### src/sv/vnod_ram.sv
module vnod_ram #(
  parameter int WIDTH = 8,
  parameter int DEPTH = 16,
  localparam int AW = (DEPTH > 1) ? $clog2(DEPTH) : 1
) (
  input  logic             clk,
  input  logic             we,
  input  logic [AW-1:0]    waddr,
  input  logic [WIDTH-1:0] wdata,
  input  logic             re,
  input  logic [AW-1:0]    raddr,
  output logic [WIDTH-1:0] rdata
);

  logic [WIDTH-1:0] mem [DEPTH];

  always_ff @(posedge clk) begin
    if (we) begin
      mem[waddr] <= wdata;
    end
    if (re) begin
      rdata <= mem[raddr];
    end
  end

endmodule

### config.mk
export PLATFORM = sky130hd
export DESIGN_NAME = vnod_ram
export DESIGN_NICKNAME = d
export VERILOG_FILES = /design/src/sv/vnod_ram.sv
export SDC_FILE = /design/constraint.sdc
export NUM_CORES = 1
export LEC_CHECK = 0
export BUFFER_PORTS_ARGS = -buffer_cell sky130_fd_sc_hd__buf_2
export CORE_ASPECT_RATIO = 1.5
export CORE_UTILIZATION = 45
export DETAILED_ROUTE_END_ITERATION = 10
export REMOVE_ABC_BUFFERS = 1
export SYNTH_ARGS = -nofsm -noshare
export SYNTH_HDL_FRONTEND = slang
export SYNTH_SLANG_ARGS = --single-unit
### constraint.sdc
create_clock -name clk -period 2.24 [get_ports clk]
set_input_delay 0.336 -clock clk [delete_from_list [all_inputs] [get_ports clk]]
set_output_delay 0.336 -clock clk [all_outputs]
set_load 0.005 [all_outputs]
==> flow_summary.toml <==
[timing]
relSlewSlack = 0.5465
maxSlewViolCount = 0
clock_skew_ps = 5.723
setup_ws_ps = 680.4
setup_tns_ps = 0
tightest_slew_ps = 677.7
setup_viol = 0
fin_crit_ps = 1560
fmax_ghz = 0.6412
rsz0062_at_grt = "no"
finalCritPeriodShare = 0.6963
finalHoldViolations = 0
holdWs_ps = 289.3

[pwr]
peakVddDrop_uv = 739.7
cellLeakagePower_nw = 2.117
powerDensity_nw_per_um2 = 955.5

[worst_setup_path]
crit_required_ps = 2400
critical_path_class = "primary input to flip-flop"
start_kind = "primary input"
cp-end-kind = "flip-flop"
cp_max_fo = 23
r2r_cells = 3
ff2ff_setup_slack_ps = 740
cp.arrival_ps = 1720

[grt]
grt_overflow = 0
grt_busiest_layer = "met2"
antenna_found_initial = 0
track_usage = 0.1748
grt_pass1_wl_mm = 14.96
grt_max_degree = 26
use_met1 = 0.1994
global_route.usage.met3 = 0.04478
grt_pass1_vias = 2592
use_met2 = 0.3134

[placed_design]
place_ws_ps = 276.1
port-buffer-count = 26
hpwlAfterDp_mm = 6.355
dpl_cell_area_um2 = 5630
gp_congestion = 0.7495

[drt]
drt-wirelength-per-cell_um = 21.19
routed_via_density = 5.390
drc_errors = 0
drtIter0Drc = 120
wl_mm = 9.410
vias = 2393
antenna_left = 0
dr.pass1.iters = 4

[floorplanning]
design.core.area_um2 = 11170
io_pins = 27
die_x_um = 90
start_util = 0.4679
num_rows = 47
die_area_um2 = 12060
die_h_um = 134.0

[cts]
cts-root-buf = "clkbuf_16"
insertion_delay_ps = 410
clkTransAtPathRegs_ps = 60
post_cts_buffers = 0
cts-buffers-inserted = 17
cts_tree = "yes"
cts.sinks = 136
ctsHoldBuffers = 0
ctsResizeCount = 0
cts_buffer_depth = 2
h-tree-depth = 4

[layout]
area_delta_synth_final_pct = 19.34
design_area_um2 = 6238
n_fill_cell = 884
postLayoutCoreUtil = 0.5583
nNetsFinal = 303
diodes = 0
drive_gt1_frac = 0.3131

[synthesis]
synthFlopType = "edfxtp_1"
syn_inst = 229
synth.yosys.seq_area_share = 0.7812
yosysUniqueCellTypes = 18
yosysMostFrequentCell = "edfxtp_1"
synth_top_area_share = 0.7812
synth_seq_cells = 136
synth_edf_count = 136
yosys_warnings = 0
syn-cell-area_um2 = 5228
synth.avg_cell_area_um2 = 22.83
netlist_top_cells_count = "edfxtp_1 (136), mux4_2 (18), a22oi_1 (16), mux4_1 (14), nor2_1 (13)"
yosys.area.top_type = "edfxtp_1"
synth.area.top_cells = "edfxtp_1 (78%), mux4_2 (7.8%), mux4_1 (7.0%), a22oi_1 (2.3%), nor2_1 (0.93%)"
async_flop_share = 0

[worst_hold_path]
worstHoldPathCells = 1
hold_class = "primary input to flip-flop"

[flow_run]
drv_cap = 0

[status]
status = "finished clean"
-- layout make-up --
type	instances	area (um^2)	area share
Clock inverter	15	182.7	0.02928
Multi-Input combinational cell	83	1057	0.1695
Tap cell	147	183.9	0.02948
Sequential cell	136	4084	0.6546
Timing Repair Buffer	46	305.3	0.04894
Clock buffer	17	425.4	0.06819
-- per-layer routing --
| metal | wire [um] | share of wire |
|---|---|---|
| met5 | 0 | 0 |
| met2 | 5283 | 0.56 |
| met3 | 296 | 0.031 |
| met1 | 3704 | 0.39 |
| met4 | 125 | 0.013 |
-- kinds of logic (layout without fill, tap and decap cells) --
kind of cell,after synthesis,after routing,share of synthesized area
AOI/OAI and AO/OA,16,16,0.02298
buffers and inverters,10,78,0.01651
muxes,32,32,0.1479
DFF,136,136,0.7812
and+or+nand+nor,35,35,0.03136
-- final timing paths --
check	startpoint	endpoint
max	raddr[0]	rdata[1]
min reg2reg	mem[8][1]	rdata[1]
min	re	rdata[6]
max reg2reg	mem[0][5]	rdata[5]
-- critical path, cell delays in order --
cell	delay (ps)
buf_2	180
buf_12	230
mux4_1	570
a22oi_1	300
nand2_1	90
-- per-stage QoR --
step                      std cells  power, mW
final                           444      5.961
after global routing            444      6.132
after CTS                       444      6.017
after detailed placement        412      3.197
after global placement          412      3.192
after floorplan                 219      3.046
-- registers in the layout (all words and copies together) (netlist names) --
register and cells:
mem 128, rdata 8
-- power by group --
part | total [mW] | leakage (nW) | internal, mW | switching (mW)
logic | 0.258 | 0.588 | 0.113 | 0.145
clock network | 2.82 | 0.293 | 1.84 | 0.981
registers | 2.88 | 1.24 | 2.87 | 0.0125
-- cells in the final DEF (no fill, tap or decap) --
master	netlist	routed
nand2_1	9	9
mux4_2	18	18
nand2b_1	2	2
clkinvlp_4	0	2
buf_2	3	26
a22oi_1	16	16
inv_6	0	1
clkinv_1	0	4
or3b_2	1	1
bufinv_16	0	4
nor2b_1	1	1
nor2_1	13	13
and2b_1	1	1
nand3b_1	2	2
and2_1	1	1
clkinv_2	0	3
nor3_1	4	4
edfxtp_1	136	136
buf_4	1	18
clkinv_4	0	1
buf_12	0	2
mux4_1	14	14
clkbuf_16	0	17
nand3_1	1	1
Power figures use the tool's default switching activity.
