$ cat src/sv/vnod_pkg.sv
package vnod_pkg;

  localparam int MAX_DIM      = 64;
  localparam int MAX_OCCUPIED = 4096;

  localparam int IDX_W     = 18;
  localparam int DIM_W     = 7;
  localparam int KIND_W    = 2;
  localparam int STAT_W    = 2;
  localparam int DIST_W    = 8;
  localparam int CFG_IDX_W = 2;

  localparam int EFF_W  = $clog2(MAX_DIM + 1);
  localparam int REM_W  = $clog2(MAX_DIM);
  localparam int CRD_W  = REM_W;
  localparam int TRL_W  = REM_W + 1;
  localparam int CNT_W  = $clog2(MAX_OCCUPIED + 1);
  localparam int ADDR_W = (MAX_OCCUPIED > 1) ? $clog2(MAX_OCCUPIED) : 1;
  localparam int CELL_W = 3 * EFF_W;
  localparam int CMP_W  = (CELL_W > IDX_W) ? CELL_W : IDX_W;
  localparam int DIFF_W = DIST_W + 1;
  localparam int ROOT_W = 2 * DIST_W;
  localparam int SQ_W   = ROOT_W + 1;
  localparam int SUM_W  = SQ_W + 2;
  localparam int BIT_W  = $clog2(DIST_W);

  localparam logic [DIM_W-1:0]  DIM_RESET = DIM_W'(64);
  localparam logic [DIFF_W-1:0] DIFF_SAT  = DIFF_W'(1 << DIST_W);
  localparam logic [SQ_W-1:0]   SQ_SAT    = SQ_W'(1 << ROOT_W);
  localparam logic [DIST_W-1:0] FAR_DIST  = '1;

  localparam logic [KIND_W-1:0] KIND_LOAD  = 2'd0;
  localparam logic [KIND_W-1:0] KIND_QUERY = 2'd1;
  localparam logic [KIND_W-1:0] KIND_CLEAR = 2'd2;

  localparam logic [STAT_W-1:0] STAT_OK      = 2'd0;
  localparam logic [STAT_W-1:0] STAT_FULL    = 2'd1;
  localparam logic [STAT_W-1:0] STAT_OUTSIDE = 2'd2;

  localparam logic [CFG_IDX_W-1:0] REG_DIM_X = 2'd0;
  localparam logic [CFG_IDX_W-1:0] REG_DIM_Y = 2'd1;
  localparam logic [CFG_IDX_W-1:0] REG_DIM_Z = 2'd2;

  typedef struct packed {
    logic valid;
    logic query;
    logic last;
  } vnod_tag_t;

  typedef enum logic [2:0] {
    ST_IDLE,
    ST_MUL1,
    ST_MUL2,
    ST_DECIDE,
    ST_SCAN,
    ST_ROOT,
    ST_FIN
  } vnod_state_t;

  // A dimension of zero acts as one, and one above the grid limit acts as the limit.
  function automatic logic [EFF_W-1:0] eff_dim(input logic [DIM_W-1:0] v);
    logic [EFF_W-1:0] r;
    if (v == '0) begin
      r = EFF_W'(1);
    end else if (int'(v) > MAX_DIM) begin
      r = EFF_W'(MAX_DIM);
    end else begin
      r = EFF_W'(v);
    end
    return r;
  endfunction

endpackage

$ cat src/sv/vnod_split.sv
module vnod_split (
  input  logic                        clk,
  input  logic                        rst_n,
  input  vnod_pkg::vnod_tag_t         in_tag,
  input  logic [vnod_pkg::IDX_W-1:0]  in_index,
  input  logic [vnod_pkg::EFF_W-1:0]  dim_x,
  input  logic [vnod_pkg::EFF_W-1:0]  dim_y,
  output vnod_pkg::vnod_tag_t         out_tag,
  output logic [vnod_pkg::CRD_W-1:0]  out_x,
  output logic [vnod_pkg::CRD_W-1:0]  out_y,
  output logic [vnod_pkg::IDX_W-1:0]  out_z
);
  import vnod_pkg::*;

  // Two restoring dividers, one quotient bit per stage: first by dim_x, then by dim_y.
  logic [IDX_W-1:0] d1_w_r   [IDX_W];
  logic [REM_W-1:0] d1_rem_r [IDX_W];
  vnod_tag_t        d1_tag_r [IDX_W];

  logic [IDX_W-1:0] d2_w_r   [IDX_W];
  logic [REM_W-1:0] d2_rem_r [IDX_W];
  logic [CRD_W-1:0] d2_x_r   [IDX_W];
  vnod_tag_t        d2_tag_r [IDX_W];

  for (genvar s = 0; s < IDX_W; s++) begin : g_div1
    logic [IDX_W-1:0] w_in;
    logic [REM_W-1:0] rem_in;
    vnod_tag_t        tag_in;
    logic [TRL_W-1:0] trial;
    logic             ge;

    if (s == 0) begin : g_first
      assign w_in   = in_index;
      assign rem_in = '0;
      assign tag_in = in_tag;
    end else begin : g_next
      assign w_in   = d1_w_r[s-1];
      assign rem_in = d1_rem_r[s-1];
      assign tag_in = d1_tag_r[s-1];
    end

    assign trial = {rem_in, w_in[IDX_W-1]};
    assign ge    = trial >= TRL_W'(dim_x);

    always_ff @(posedge clk) begin
      if (!rst_n) begin
        d1_tag_r[s] <= '0;
      end else begin
        d1_tag_r[s] <= tag_in;
      end
    end

    always_ff @(posedge clk) begin
      d1_w_r[s]   <= {w_in[IDX_W-2:0], ge};
      d1_rem_r[s] <= ge ? REM_W'(trial - TRL_W'(dim_x)) : REM_W'(trial);
    end
  end

  for (genvar s = 0; s < IDX_W; s++) begin : g_div2
    logic [IDX_W-1:0] w_in;
    logic [REM_W-1:0] rem_in;
    logic [CRD_W-1:0] x_in;
    vnod_tag_t        tag_in;
    logic [TRL_W-1:0] trial;
    logic             ge;

    if (s == 0) begin : g_first
      assign w_in   = d1_w_r[IDX_W-1];
      assign rem_in = '0;
      assign x_in   = d1_rem_r[IDX_W-1];
      assign tag_in = d1_tag_r[IDX_W-1];
    end else begin : g_next
      assign w_in   = d2_w_r[s-1];
      assign rem_in = d2_rem_r[s-1];
      assign x_in   = d2_x_r[s-1];
      assign tag_in = d2_tag_r[s-1];
    end

    assign trial = {rem_in, w_in[IDX_W-1]};
    assign ge    = trial >= TRL_W'(dim_y);

    always_ff @(posedge clk) begin
      if (!rst_n) begin
        d2_tag_r[s] <= '0;
      end else begin
        d2_tag_r[s] <= tag_in;
      end
    end

    always_ff @(posedge clk) begin
      d2_w_r[s]   <= {w_in[IDX_W-2:0], ge};
      d2_rem_r[s] <= ge ? REM_W'(trial - TRL_W'(dim_y)) : REM_W'(trial);
      d2_x_r[s]   <= x_in;
    end
  end

  assign out_tag = d2_tag_r[IDX_W-1];
  assign out_x   = d2_x_r[IDX_W-1];
  assign out_y   = d2_rem_r[IDX_W-1];
  assign out_z   = d2_w_r[IDX_W-1];

endmodule

$ cat config.mk
export PLATFORM = sky130hd
export DESIGN_NAME = vnod_split
export DESIGN_NICKNAME = d
export VERILOG_FILES = /design/src/sv/vnod_pkg.sv /design/src/sv/vnod_split.sv
export SDC_FILE = /design/constraint.sdc
export NUM_CORES = 1
export LEC_CHECK = 0
export ABC_AREA = 1
export BUFFER_PORTS_ARGS = -buffer_cell sky130_fd_sc_hd__buf_2
export CORE_ASPECT_RATIO = 1.4
export CORE_UTILIZATION = 45
export DETAILED_ROUTE_END_ITERATION = 8
export MAX_ROUTING_LAYER = met4
export PLACE_DENSITY = 0.71
export SYNTH_ARGS = -nofsm -noshare
export SYNTH_HDL_FRONTEND = slang
export SYNTH_SLANG_ARGS = --single-unit
$ cat constraint.sdc
create_clock -name clk -period 2.8 [get_ports clk]
set_input_delay 0.14 -clock clk [delete_from_list [all_inputs] [get_ports clk]]
set_output_delay 0.14 -clock clk [all_outputs]
set_load 0.1 [all_outputs]
==> results.json <==
{
  "status": "finished, violations left",
  "violations": "design-rule violations",
  "synth_cell_types": 28,
  "ys_ff_latch": 1080,
  "setup_viol": 0,
  "cp.required_ps": 3340,
  "power_leakage_nw": 21.6,
  "synthCells": 3944,
  "slew-limit-headroom_pct": 30.6,
  "cts_inserted_buffers": 99,
  "die_y_um": 345,
  "postRouteWirelength_um": 58700,
  "gp_congestion": 0.873,
  "drive_gt1_share_pct": 13.0,
  "syn_area_per_cell_sq_um": 9.61,
  "insertion_delay_ps": 660,
  "final_max_slew_viol_count": 0,
  "cts_tree": "yes",
  "antenna_found_initial": 0,
  "synth_flop_cell": "dfxtp_1",
  "htreeDepth": 3,
  "clock-sinks": 1080,
  "overflow": 0,
  "track_usage_pct": 14.5,
  "holdPathStages": 5,
  "post-route-min-period_ps": 1930,
  "timing_worst_setup_path_type": "in2reg",
  "die_area_sq_um": 85400,
  "finalHoldViolCount": 0,
  "yosysTopAreaCellShare_pct": 57.0,
  "async_reset_ff_share_pct": 0,
  "syn_nets": 4291,
  "power_density_nw_per_um2": 1140,
  "dp.cells": 5060,
  "ios": 70,
  "fin_crit_sh_pct": 68.8,
  "max_freq_mhz": 519,
  "seq_area_frac_synth_pct": 57.0,
  "grt_pass1_wl_um": 100000,
  "worstRegToRegCells": 9,
  "path_cells": "dlygate4sd3_1 > buf_2 > inv_1 > buf_4 > ha_1 > or2_4 > nand3_2 > nand3_2 > nand2_1 > o21ai_2",
  "rsz0062_at_grt": "no",
  "grt_pass1_vias": 22989,
  "yosys_warnings": 0,
  "drtIter0Drc": 860,
  "arrival_ps": 2460,
  "remaining_drc_errors": 11,
  "clk_pin_slew_ps": 60,
  "place.port_buffers": 69,
  "cpMostUsedCell": "nand3_2",
  "n_antenna_cell": 0,
  "detail_route.first_pass.iterations": 6,
  "crit_path_end_kind": "flop",
  "core_area_sq_um": 83200,
  "die_w_um": 247,
  "syn-cell-area_sq_um": 37900,
  "clock_skew_ps": 28.1,
  "nets": 4453,
  "vias": 23454,
  "critPathMaxFanout": 17,
  "cpMaxStageDelayCell": "dlygate4sd3_1",
  "final.setup.tns_ps": 0,
  "place_ws_ps": 574,
  "grt_max_degree": 109,
  "ys_top_cells_by_count": "dfxtp_1, nand2_1, inv_1, ha_1, nor2_1",
  "hold_path_class": "in2reg",
  "fin_cells": 5266,
  "syn_to_final_growth_pct": 13.7,
  "max_slew.worst_pin.slew_ps": 1040,
  "max_stage_delay_ps": 530,
  "post_cts_buffers": 0,
  "peakVddDrop_v": 0.000743,
  "avgViaCountPerCell": 4.45,
  "cts-root-buf": "clkbuf_16",
  "synthTopCellsByArea": "dfxtp_1, nand2_1, ha_1",
  "synth_edf_count": 0,
  "cts.repair.resized": 0,
  "fin_ws_ps": 874,
  "cap_viol_max_count": 0,
  "synth.most_common_cell": "dfxtp_1",
  "cts-hold-fix-buffers": 24,
  "yosys.area.top_type": "dfxtp_1",
  "num_rows": 125,
  "wire_per_inst_um": 11.2,
  "initial_utilization_pct": 45.6,
  "startpoint_type": "input port",
  "clock_path_buffers": 3,
  "drtAntennaViolNets": 0,
  "dp_hpwl_um": 38700
}
[cells by family (layout without fill, tap and decap cells)]
| logic type | after synthesis | in the layout | synth area share (%) |
|---|---|---|---|
| AND/OR/NAND/NOR | 1547 | 1547 | 19.1 |
| flip-flops | 1080 | 1080 | 57.0 |
| buffers and inverters | 757 | 1000 | 8.21 |
| AO/OA/AOI/OAI | 212 | 212 | 3.87 |
| adder cells (fa/ha/maj) | 310 | 310 | 10.9 |
| XOR/XNOR | 38 | 38 | 0.878 |
[metal layers]
metal	up-vias	routed length, um	global-route usage [%]
met5	-	0	-
met4	0	1750	5.96
met3	136	2290	2.86
met2	309	30000	26.3
met1	10500	24600	15.1
li1	12509	-	-
[cells in the final DEF, fill, tap and decap left out, drive strengths merged]
cell type,n
clkinv,25
o21ai,171
inv,712
nand3b,63
nand4,104
or2,32
o211ai,1
buf,86
xor2,4
fa,34
a21oi,40
ha,276
bufinv,15
clkbuf,131
nand2,1030
nor3,2
nand3,175
xnor2,34
nor2,141
clkinvlp,7
dfxtp,1080
dlygate4sd3,24
[critical path: cells and delay by family]
family | cells | cell delay, ps
adders and majority gates | 1 | 370
and+or+nand+nor | 4 | 790
buffers and inverters | 4 | 1100
AOI/OAI and AO/OA | 1 | 60
[per-stage QoR]
stage / power, mW / area (sq um) / hold WS [ps] / utilization (%)
2_1_floorplan: 33.1 / 37900 / 168 / -
3_3_place_gp: 35.0 / 39300 / 242 / 47.2
3_5_place_dp: 35.4 / 39300 / 244 / 47.2
4_1_cts: 49.9 / 43100 / 5.21 / 51.8
5_1_grt: 52.9 / 43100 / 42.7 / 51.8
6_report: 49.3 / 43100 / 50.1 / 51.8
[sequential cells by signal, summed over array words and instances (netlist names)]
register,count
d1_w_r,324
d2_rem_r,108
d2_w_r,324
d1_rem_r,108
d2_tag_r,54
d2_x_r,108
d1_tag_r,54
[final cells by class]
class,instances,area (sq um)
Clock buffer,131,2840
Clock inverter,51,728
Sequential cell,1080,21600
Timing Repair Buffer,110,713
Fill cell,7429,40100
Tap cell,1079,1350
Inverter,708,2660
Multi-Input combinational cell,2107,13200
[final timing paths]
check        slack [ps]             startpoint                        end
max reg2reg        1060  d1_w_r[8][17]$_DFF_P_     d1_rem_r[9][4]$_DFF_P_
min reg2reg         300  d1_w_r[5][12]$_DFF_P_      d1_w_r[6][13]$_DFF_P_
max                 870               dim_y[2]    d2_rem_r[16][4]$_DFF_P_
min                  50               dim_y[4]  d2_rem_r[0][3]$_SDFF_PN0_
[power breakdown]
group / switching, mW / internal [mW] / total [mW] / leakage [nW]
sequential: 1.37 / 20.0 / 21.4 / 8.98
combinational: 8.77 / 4.92 / 13.7 / 10.8
clock: 5.64 / 8.57 / 14.2 / 1.74
Power figures use the tool's default switching activity.
